### src/rtl/pha_pkg.sv
// shared types, constants and helpers for the pi heading aligner
package pha_pkg;

  localparam int unsigned ErrW    = 14;
  localparam int unsigned GainW   = 16;
  localparam int unsigned ILimW   = 20;
  localparam int unsigned SpdW    = 15;
  localparam int unsigned SeekW   = 2;
  localparam int unsigned IntegW  = 22;
  localparam int unsigned DriveW  = 16;
  localparam int unsigned AddrW   = 3;
  localparam int unsigned CfgDataW = 20;
  localparam int unsigned ProdShift = 5;

  // register indexes on the configuration port
  localparam logic [AddrW-1:0] RegPropGain  = 3'd0;
  localparam logic [AddrW-1:0] RegIntegGain = 3'd1;
  localparam logic [AddrW-1:0] RegIntegLim  = 3'd2;
  localparam logic [AddrW-1:0] RegSpeedLim  = 3'd3;
  localparam logic [AddrW-1:0] RegSeekDir   = 3'd4;

  // seek direction codes, anything else means no rotation
  localparam logic [SeekW-1:0] SeekLeft  = 2'd0;
  localparam logic [SeekW-1:0] SeekRight = 2'd1;
  localparam logic [SeekW-1:0] SeekNone  = 2'd2;

  // 0.2 in q1.15, rounded to nearest
  localparam logic signed [DriveW-1:0] SeekValue = 16'sd6554;

  localparam logic [SpdW-1:0] SpeedLimReset = 15'd16384;

  typedef struct packed {
    logic signed [GainW-1:0] prop_gain;
    logic signed [GainW-1:0] integ_gain;
    logic [ILimW-1:0]        integ_limit;
    logic [SpdW-1:0]         speed_limit;
    logic [SeekW-1:0]        seek_direction;
  } cfg_t;

  // clamp a 17 bit signed value to +/- lim
  function automatic logic signed [DriveW-1:0] clamp_drive(
    input logic signed [DriveW:0] v,
    input logic [SpdW-1:0]        lim
  );
    logic signed [DriveW:0] hi;
    logic signed [DriveW:0] lo;
    logic signed [DriveW:0] r;
    hi = $signed({2'b00, lim});
    lo = -hi;
    if (v > hi) begin
      r = hi;
    end else if (v < lo) begin
      r = lo;
    end else begin
      r = v;
    end
    return r[DriveW-1:0];
  endfunction

endpackage

### src/rtl/pha_steer_calc.sv
// steering datapath: pi products, shift, saturation and wheel clamps
module pha_steer_calc (
  input  pha_pkg::cfg_t                               cfg_i,
  input  logic signed [pha_pkg::ErrW-1:0]             err_i,
  input  logic signed [pha_pkg::IntegW-1:0]           integ_i,
  input  logic                                        target_i,
  output logic signed [pha_pkg::DriveW-1:0]           left_o,
  output logic signed [pha_pkg::DriveW-1:0]           right_o,
  output logic signed [pha_pkg::DriveW-1:0]           steer_o,
  output logic                                        aligned_o
);
  import pha_pkg::*;

  localparam int unsigned PPropW = GainW + ErrW;
  localparam int unsigned PIntW  = GainW + IntegW;
  localparam int unsigned AccW   = PIntW + 1;
  localparam int unsigned ShW    = AccW - ProdShift;

  logic signed [PPropW-1:0] prop_prod;
  logic signed [PIntW-1:0]  integ_prod;
  logic signed [AccW-1:0]   acc;
  logic signed [AccW-1:0]   acc_sh;
  logic signed [ShW-1:0]    shifted;
  logic signed [DriveW-1:0] pi_steer;
  logic signed [DriveW-1:0] steer;
  logic signed [DriveW:0]   steer_x;

  localparam logic signed [ShW-1:0] SatHi = ShW'(32767);
  localparam logic signed [ShW-1:0] SatLo = -ShW'(32768);

  always_comb begin
    prop_prod  = cfg_i.prop_gain * err_i;
    integ_prod = cfg_i.integ_gain * integ_i;
    acc = {{(AccW-PPropW){prop_prod[PPropW-1]}}, prop_prod}
        + {integ_prod[PIntW-1], integ_prod};
    acc_sh  = acc >>> ProdShift;
    shifted = acc_sh[ShW-1:0];
    if (shifted > SatHi) begin
      pi_steer = 16'sh7fff;
    end else if (shifted < SatLo) begin
      pi_steer = 16'sh8000;
    end else begin
      pi_steer = shifted[DriveW-1:0];
    end

    if (target_i) begin
      steer = pi_steer;
    end else if (cfg_i.seek_direction == SeekLeft) begin
      steer = SeekValue;
    end else if (cfg_i.seek_direction == SeekRight) begin
      steer = -SeekValue;
    end else begin
      // no rotation, also for the unused code
      steer = '0;
    end

    steer_x   = {steer[DriveW-1], steer};
    left_o    = clamp_drive(-steer_x, cfg_i.speed_limit);
    right_o   = clamp_drive(steer_x, cfg_i.speed_limit);
    steer_o   = steer;
    aligned_o = target_i && (left_o == '0) && (right_o == '0);
  end

endmodule

### src/rtl/pi_heading_aligner_top.sv
// pi heading aligner top: config registers, integral, two stage pipeline
//
//  channel | direction | handshake             | payload
//  in      | sink      | in_valid_i/in_ready_o | heading_error_i, target_valid_i
//  out     | source    | out_valid_o/out_ready_i | left_drive_o, right_drive_o,
//          |           |                       | steer_value_o, aligned_o
//  cfg     | sink      | cfg_we_i              | cfg_addr_i, cfg_wdata_i
//
// one transaction per cycle sustained while the output is not stalled
// the integral is clamped and updated in the accept cycle, the products,
// shift, saturation and wheel clamps sit between the stage register and
// the output register
// reset clears the integral and valid bits and sets the config registers to their defaults
// a stalled output holds the stage register, input ready drops once both fill
module pi_heading_aligner_top (
  input  logic                                clk_i,
  input  logic                                rst_ni,
  input  logic                                cfg_we_i,
  input  logic [pha_pkg::AddrW-1:0]           cfg_addr_i,
  input  logic [pha_pkg::CfgDataW-1:0]        cfg_wdata_i,
  input  logic                                in_valid_i,
  output logic                                in_ready_o,
  input  logic signed [pha_pkg::ErrW-1:0]     heading_error_i,
  input  logic                                target_valid_i,
  output logic                                out_valid_o,
  input  logic                                out_ready_i,
  output logic signed [pha_pkg::DriveW-1:0]   left_drive_o,
  output logic signed [pha_pkg::DriveW-1:0]   right_drive_o,
  output logic signed [pha_pkg::DriveW-1:0]   steer_value_o,
  output logic                                aligned_o
);
  import pha_pkg::*;

  cfg_t cfg_q;

  logic signed [IntegW-1:0] integ_q, integ_d;
  logic signed [IntegW:0]   sum_x, lim_x;

  logic                     s1_valid_q;
  logic signed [ErrW-1:0]   s1_err_q;
  logic signed [IntegW-1:0] s1_integ_q;
  logic                     s1_target_q;

  logic                     out_valid_q;
  logic signed [DriveW-1:0] left_q, right_q, steer_q;
  logic                     aligned_q;

  logic signed [DriveW-1:0] left_d, right_d, steer_d;
  logic                     aligned_d;

  logic in_acc, s1_adv;

  always_ff @(posedge clk_i or negedge rst_ni) begin
    if (!rst_ni) begin
      cfg_q.prop_gain      <= '0;
      cfg_q.integ_gain     <= '0;
      cfg_q.integ_limit    <= '0;
      cfg_q.speed_limit    <= SpeedLimReset;
      cfg_q.seek_direction <= SeekNone;
    end else if (cfg_we_i) begin
      unique case (cfg_addr_i)
        RegPropGain:  cfg_q.prop_gain      <= $signed(cfg_wdata_i[GainW-1:0]);
        RegIntegGain: cfg_q.integ_gain     <= $signed(cfg_wdata_i[GainW-1:0]);
        RegIntegLim:  cfg_q.integ_limit    <= cfg_wdata_i[ILimW-1:0];
        RegSpeedLim:  cfg_q.speed_limit    <= cfg_wdata_i[SpdW-1:0];
        RegSeekDir:   cfg_q.seek_direction <= cfg_wdata_i[SeekW-1:0];
        default: ;
      endcase
    end
  end

  assign s1_adv     = s1_valid_q && (!out_valid_q || out_ready_i);
  assign in_ready_o = !s1_valid_q || s1_adv;
  assign in_acc     = in_valid_i && in_ready_o;

  // integral add and clamp to +/- limit, cleared without a target
  always_comb begin
    sum_x = {integ_q[IntegW-1], integ_q}
          + {{(IntegW+1-ErrW){heading_error_i[ErrW-1]}}, heading_error_i};
    lim_x = $signed({{(IntegW+1-ILimW){1'b0}}, cfg_q.integ_limit});
    if (!target_valid_i) begin
      integ_d = '0;
    end else if (sum_x > lim_x) begin
      integ_d = lim_x[IntegW-1:0];
    end else if (sum_x < -lim_x) begin
      integ_d = -lim_x[IntegW-1:0];
    end else begin
      integ_d = sum_x[IntegW-1:0];
    end
  end

  always_ff @(posedge clk_i or negedge rst_ni) begin
    if (!rst_ni) begin
      integ_q    <= '0;
      s1_valid_q <= 1'b0;
    end else begin
      if (in_acc) begin
        integ_q <= integ_d;
      end
      if (in_acc) begin
        s1_valid_q <= 1'b1;
      end else if (s1_adv) begin
        s1_valid_q <= 1'b0;
      end
    end
  end

  always_ff @(posedge clk_i) begin
    if (in_acc) begin
      s1_err_q    <= heading_error_i;
      s1_integ_q  <= integ_d;
      s1_target_q <= target_valid_i;
    end
  end

  pha_steer_calc u_calc (
    .cfg_i     (cfg_q),
    .err_i     (s1_err_q),
    .integ_i   (s1_integ_q),
    .target_i  (s1_target_q),
    .left_o    (left_d),
    .right_o   (right_d),
    .steer_o   (steer_d),
    .aligned_o (aligned_d)
  );

  always_ff @(posedge clk_i or negedge rst_ni) begin
    if (!rst_ni) begin
      out_valid_q <= 1'b0;
    end else if (s1_adv) begin
      out_valid_q <= 1'b1;
    end else if (out_ready_i) begin
      out_valid_q <= 1'b0;
    end
  end

  always_ff @(posedge clk_i) begin
    if (s1_adv) begin
      left_q    <= left_d;
      right_q   <= right_d;
      steer_q   <= steer_d;
      aligned_q <= aligned_d;
    end
  end

  assign out_valid_o   = out_valid_q;
  assign left_drive_o  = left_q;
  assign right_drive_o = right_q;
  assign steer_value_o = steer_q;
  assign aligned_o     = aligned_q;

  // a transaction without target clears the integral
  a_integ_clear: assert property (@(posedge clk_i) disable iff (!rst_ni)
    in_valid_i && in_ready_o && !target_valid_i |=> integ_q == '0)
    else $error("integral not cleared after a no-target transaction");

  // a loaded stage with room downstream moves into the output register
  a_stage_moves: assert property (@(posedge clk_i) disable iff (!rst_ni)
    s1_valid_q && (!out_valid_q || out_ready_i) |=> out_valid_q)
    else $error("stage transaction lost");

  // aligned only ever reported with both wheel commands at zero
  a_aligned_zero: assert property (@(posedge clk_i) disable iff (!rst_ni)
    out_valid_o && aligned_o |-> left_drive_o == '0 && right_drive_o == '0)
    else $error("aligned with nonzero drive");

endmodule

### config.mk
export PLATFORM = sky130hd
export DESIGN_NAME = pi_heading_aligner_top
export DESIGN_NICKNAME = d
export VERILOG_FILES = /design/src/rtl/pha_pkg.sv /design/src/rtl/pha_steer_calc.sv /design/src/rtl/pi_heading_aligner_top.sv
export SDC_FILE = /design/constraint.sdc
export NUM_CORES = 2
export LEC_CHECK = 0
export ABC_AREA = 1
export ABC_CLOCK_PERIOD_IN_PS = 16300
export BUFFER_PORTS_ARGS = -buffer_cell sky130_fd_sc_hd__buf_2
export CORE_MARGIN = 2
export CORE_UTILIZATION = 58
export DETAILED_ROUTE_END_ITERATION = 8
export PLACE_DENSITY = 0.82
export SLEW_MARGIN = 20
export SYNTH_ARGS = -nofsm -noshare
export SYNTH_HDL_FRONTEND = slang
export SYNTH_SLANG_ARGS = --single-unit
### constraint.sdc
create_clock -name clk_i -period 16.3 [get_ports clk_i]
set_input_delay 2.445 -clock clk_i [delete_from_list [all_inputs] [get_ports clk_i]]
set_output_delay 2.445 -clock clk_i [all_outputs]
set_load 0.1 [all_outputs]
# Word-level counts from Yosys, hierarchy flattened
# Cells that the tools add are included.
[op_classes] n_reduce_logical=19 n_addsub=6 mux=16 order_cmp=8 mul=2 eq_ne=5
[ops] op="$mux W16" count=9
[ops] op="$mux W22" count=3
[ops] op="$add A30 B38 Y39" count=1
[ops] op="$mul A16 B22 Y38" count=1
[ops] op="$gt A34 B16 Y1 const B" count=1
[ops] op="$lt A34 B16 Y1 const B" count=1
[ops] op="$logic_not A16 Y1" count=2
[ops] op="$mul A16 B14 Y30" count=1
[ops] op="$add A22 B14 Y23" count=1
[ops] op="$gt A23 B21 Y1" count=1
[ops] op="$lt A23 B23 Y1" count=1
[ops] op="$neg A20 Y23" count=1
[ops] op="$neg A20 Y22" count=1
[ops] op="$gt A17 B16 Y1" count=1
[ops] op="$lt A16 B17 Y1" count=1
[ops] op="$lt A17 B17 Y1" count=1
[ops] op="$neg A15 Y17" count=1
[ops] op="$neg A16 Y17" count=1
[ops] op="$gt A16 B16 Y1" count=1
[ops] op="$reduce_and A2 Y1" count=5
[ops] op="$eq A3 B2 Y1 const B" count=2
[ops] op="$logic_and A1 B1 Y1" count=4
[ops] op="$mux W1" count=4
[ops] op="$reduce_bool A2 Y1" count=2
[ops] op="7 further kinds" count=9
[word_totals] elab_cells=71 regBits=179

# Longest topological paths before layout
[logic_depth] word_depth=13 depth_mapped=70 mapped_depth_nobuf=66

# Hierarchy
# A second synthesis with hierarchy kept.
[hier_totals] cells_unflattened=4665 area_unflattened_um2=36207.2
[by_module_without_submodules] mod="pha_steer_calc" n_inst=1 area_per_inst_um2=26575.5 seq_area_each_um2=0.0 cells_per_inst=3558
[by_module_without_submodules] mod="pi_heading_aligner_top" n_inst=1 area_per_inst_um2=9631.7 seq_area_each_um2=4912.2 cells_per_inst=1107

# Worst setup path after synthesis
# No wires, ideal clock.
[synth_timing] kind="register to register" start="register cfg_q[68] in the netlist's numbering" end="register aligned_q, in the netlist aligned_o, data pin" stages_incl_launch_ff=61 arrival_ns=10.211 synth_period_minus_slack_ns=10.463 path_buffers=4 setup_slack_ns=5.837 cell_sequence="dfrtp_1 clkbuf_1 nand2_1 inv_1 fa_1 fa_1 fa_1 fa_1 inv_1 fa_1 inv_1 fa_1 fa_1 inv_1 fa_1 inv_1 ha_1 nand2_1 [25 not listed] inv_1 ha_1 nand2_1 inv_1 nand3_1 inv_1 a21oi_1 nand3_1 or2_2 nand2_1 inv_1 clkbuf_1 o21ai_0 nand2_1 o21ai_1 inv_2 nand3_1 nor2_1"
[synth_via] elab_chain_len=13 word_cells_on_any_way=20 classes_between="add/sub (2); mul (1); order compare (6); mux (7); reduce/logical (4)"
[synth_rtl] item="start, declared" line_no="pi_heading_aligner_top.sv:34" rtl="cfg_t cfg_q;"
[synth_rtl] item="$mul A16 B14 Y30 *" line_no="pha_steer_calc.sv:32" rtl="prop_prod = cfg_i.prop_gain * err_i;"
[synth_rtl] item="$add A30 B38 Y39 *" line_no="pha_steer_calc.sv:35" rtl="+ {integ_prod[PIntW-1], integ_prod};"
[synth_rtl] item="$lt A34 B16 Y1" line_no="pha_steer_calc.sv:40" rtl="end else if (shifted < SatLo) begin"
[synth_rtl] item="$mux W16" line_no="pha_steer_calc.sv:40"
[synth_rtl] item="$mux W16 *" line_no="pha_steer_calc.sv:38" rtl="if (shifted > SatHi) begin"
[synth_rtl] item="$mux W16 *" line_no="pha_steer_calc.sv:46" rtl="if (target_i) begin"
[synth_rtl] item="$neg A16 Y17 *" line_no="pha_steer_calc.sv:58" rtl="left_o = clamp_drive(-steer_x, cfg_i.speed_limit);"
[synth_rtl] item="$lt A17 B17 Y1" line_no="pha_pkg.sv:52" rtl="end else if (v < lo) begin"
[synth_rtl] item="$mux W16" line_no="pha_pkg.sv:52"
[synth_rtl] item="$mux W16 *" line_no="pha_pkg.sv:50" rtl="if (v > hi) begin"
[synth_rtl] item="named net left_d[0]" line_no="pi_heading_aligner_top.sv:48" rtl="logic signed [DriveW-1:0] left_d, right_d, steer_d;"
[synth_rtl] item="$logic_not A16 Y1 *" line_no="pha_steer_calc.sv:61" rtl="aligned_o = target_i && (left_o == '0) && (right_o == '0);"
[synth_rtl] item="$logic_and A1 B1 Y1 * (2 in a row)" line_no="pha_steer_calc.sv:61"
[synth_rtl] item="named net aligned_d" line_no="pi_heading_aligner_top.sv:49" rtl="logic aligned_d;"
[synth_rtl] item="end signal, assigned" line_no="pi_heading_aligner_top.sv:142" rtl="aligned_q <= aligned_d;"
[synth_rtl] item="end, declared" line_no="pi_heading_aligner_top.sv:46" rtl="logic aligned_q;"
# The timed path passes the listed nets; every way through them passes the cells marked *.
# A chain may end at the register's enable or synchronous reset.

# Worst setup path after layout
[layout_timing] start="register cfg_q[37] in the netlist's numbering" end="register aligned_q, in the netlist aligned_o, data pin"
[layout_via] elab_chain_len=13 word_cells_on_any_way=20 classes_between="add/sub (2); mul (1); order compare (6); mux (7); reduce/logical (4)"
[layout_rtl] item="$mul A16 B22 Y38 *" line_no="pha_steer_calc.sv:33" rtl="integ_prod = cfg_i.integ_gain * integ_i;"
[layout_rtl] item="$add A30 B38 Y39 *" line_no="pha_steer_calc.sv:35"
[layout_rtl] item="$lt A34 B16 Y1" line_no="pha_steer_calc.sv:40"
[layout_rtl] item="$mux W16" line_no="pha_steer_calc.sv:40"
[layout_rtl] item="$mux W16 *" line_no="pha_steer_calc.sv:38"
[layout_rtl] item="$mux W16 *" line_no="pha_steer_calc.sv:46"
[layout_rtl] item="$neg A16 Y17" line_no="pha_steer_calc.sv:58"
[layout_rtl] item="$lt A17 B17 Y1" line_no="pha_pkg.sv:52"
[layout_rtl] item="$mux W16" line_no="pha_pkg.sv:52"
[layout_rtl] item="$mux W16" line_no="pha_pkg.sv:50"
[layout_rtl] item="$logic_not A16 Y1" line_no="pha_steer_calc.sv:61"
[layout_rtl] item="$logic_and A1 B1 Y1" line_no="pha_steer_calc.sv:61"
[layout_rtl] item="$logic_and A1 B1 Y1 *" line_no="pha_steer_calc.sv:61"
[layout_rtl] item="named net aligned_d" line_no="pi_heading_aligner_top.sv:49"
# Marks and branches as above.

==> reports/metrics.csv <==
stage,metric,value,unit
clock_tree,Clock Tree Root,clkbuf_16,
final_layout,"most common cell after layout, fill and taps aside",nand2_1,
sta,RSZ-0062 raised after global routing,false,
status,status,completed,
yosys,Cells after Synth,4455,
worst_hold_path,HP Class,register to register,
placement,IO buf count,93,
placement,HPWL after detailed placement,78400,um
detailed_routing,DRT Wirelength,94500,um
sta,Fin Setup TNS,0,ps
sta,Max Slew Vio Count,0,
global_routing,vias in the first global route,29800,
critical_path,RR Startpoint,cfg_q[37]$_DFFE_PN0P_,
detailed_routing,Wirelength per Cell,18.1,um
run,Max-Cap Viols,0,
detailed_routing,via/cell ratio,5.44,
yosys,Syn Nets,5398,
sta,worst setup margin,3070,ps
critical_path,Critical Path Source Type,register,
clock_tree,Clock Sinks,179,
clock_tree,H-tree depth,4,
yosys,Post-synth ARST share,52.0,%
detailed_routing,vias,28400,
sta,Tightest Pin Transition,1160,ps
yosys,Synth Register Bits,179,
die,total die area,0.0627,mm2
sta,final hold violations,0,
yosys,Yosys warnings,0,
clock_tree,PostCTS Resize Cnt,0,
sta,Tcrit/Tclk final,81.2,%
clock_tree,hold buffer count at cts,0,
final_layout,area grow syn2layout,4.48,%
die,Starting Density,58.5,%
yosys,register area share after synthesis,14.0,%
clock_tree,Post-CTS Setup Inserts,0,
sta,Fin Hold WS,496,ps
clock_tree,clk slew on worst S/H paths,90,ps
critical_path,Crit. End Element,register,
final_layout,Nets,5373,
global_routing,largest net degree at the start of global routing,69,
clock_tree,CTS tree,done,
critical_path,Crit Path Category,register to register,
yosys,"Top FF cell, synth",dfrtp_1,
critical_path,flop2flop setup slack,3070,ps
yosys,mapped cell area,0.0352,mm2
yosys,Mean Syn Cell Area,7.90,um2
global_routing,initial antenna violation count,0,
global_routing,first-pass GRT wire length,155000,um
global_routing,grt ovf,0,
detailed_routing,1st-pass router iterations,5,
sta,Slew HR,22.5,%
critical_path,Critical-path top delay cell,dfrtp_1,
sta,clk_skew,20.6,ps
placement,Setup WS pre-CTS,3380,ps
sta,# setup viols final,0,
worst_hold_path,hold depth,2,
clock_tree,CTS Buf Count,17,
clock_tree,clk_lat worst skew,470,ps
critical_path,RR Endpoint,aligned_o$_DFFE_PP_,
die,die height,250,um
critical_path,Critical Path RT,16620,ps
detailed_routing,Final ANT Viol Nets,0,
critical_path,Worst Reg-to-Reg Cells,55,
detailed_routing,initial DRC count,2066,
placement,GPL Wtd Cong,0.972,
final_layout,fillers,5236,
clock_tree,CTS max path bufs,2,
final_layout,"commonest non-fill, non-tap cells in the layout","1197 x nand2_1, 1194 x inv_1, 653 x fa_1",
worst_hold_path,hold path startpoint,integ_q[11]$_DFFE_PN0P_,
die,core box area,0.0601,mm2
sta,min Tclk post-route,13230,ps
worst_hold_path,Worst Hold Path EP,integ_q[11]$_DFFE_PN0P_,
die,Ports,94,
die,FP Rows,90,
final_layout,layout cells sized above 1,4.86,%
critical_path,Worst Path Arrival,13550,ps
sta,max frequency,0.0756,GHz
critical_path,CP max FO,24,
yosys,Synth cell types,58,
global_routing,Tot GR Track Use,31.7,%
die,Chip Width,250,um
detailed_routing,residual DRC count,0,
critical_path,CP peak stage delay,1030,ps
yosys,"EDFF count, synth",86,
cells by family after synthesis:
family,after synthesis,share of synthesized area (%)
simple gates,1620,18.8
compound gates,323,4.99
xor+xnor,67,1.67
mux,2,0.0569
fa+ha+maj,900,45.9
buf+inv,1364,14.6
flops,179,14.0
metal layers:
layer	up-vias	GRT usage, %	share of wire, %
met4	0	14.0	5.0
li1	12900	-	-
met5	-	0	0
met1	13900	41.1	39
met2	1325	53.9	48
met3	286	3.79	7.8
worst max-delay path by stage:
| stage | to | slack, ps | cells past startpoint | startpoint |
|---|---|---|---|---|
| finish | aligned_o$_DFFE_PP_ | 3070 | 55 | cfg_q[37]$_DFFE_PN0P_ |
| global route | aligned_o$_DFFE_PP_ | 2360 | 54 | cfg_q[37]$_DFFE_PN0P_ |
| CTS | aligned_o$_DFFE_PP_ | 3340 | 56 | cfg_q[37]$_DFFE_PN0P_ |
| detailed placement | aligned_o$_DFFE_PP_ | 3380 | 56 | cfg_q[37]$_DFFE_PN0P_ |
| global placement | aligned_o$_DFFE_PP_ | 3580 | 56 | s1_err_q[3]$_DFFE_PP_ |
| floorplan | aligned_o$_DFFE_PP_ | 5840 | 60 | cfg_q[68]$_DFFE_PN0P_ |
state kept, by name, indices dropped and copies added, names as in the netlist:
register and cells:
out_valid_o 1, s1_target_q 1, aligned_o 1, left_drive_o 16, s1_integ_q 22, s1_valid_q 1, s1_err_q 14, steer_value_o 16
integ_q 22, cfg_q 69, right_drive_o 16
per-stage QoR:
step	instances	instance area (um2)	util, %
after floorplan	4455	35200	-
after global placement	5192	36200	60.1
after detailed placement	5192	36200	60.1
after CTS	5224	36800	61.1
after global routing	5225	36800	61.2
final	5226	36800	61.2
Yosys cell counts, drive strengths merged (12+ instances only):
cell type	instances	area, um2
ha	247	3090
xnor2	17	149
dfrtp	91	2280
xor2	50	438
o21bai	12	90.1
inv	1205	4520
fa	653	13100
nor2	168	658
nand4	20	125
or2	20	125
clkbuf	136	510
a21oi	105	526
o21ai	169	850
edfxtp	86	2580
nand3	136	708
nor3	26	130
nand2	1225	4680
buf	16	96.3
critical path, delay by kind of cell (launching register included):
kind / cells / cell delay [ps]
simple gates: 32 / 4910
buf+inv: 10 / 1430
fa+ha+maj: 11 / 5360
compound gates: 2 / 310
flops: 1 / 1030
final cells by class:
type                       instances  area [um2]  share of cell area, %
tap                              782         978                   2.66
clock buffer                      19         454                   1.24
sequential                       179        4910                   13.4
inverter                        1212        4550                   12.4
multi-input combinational       2912       25100                   68.4
timing repair buffer             108         584                   1.59
antenna                            1        2.50                0.00680
clock inverter                    13         154                  0.418
Power is not shown: default switching activity piles up to over one toggle a cycle in this logic, so the estimate is an artifact.
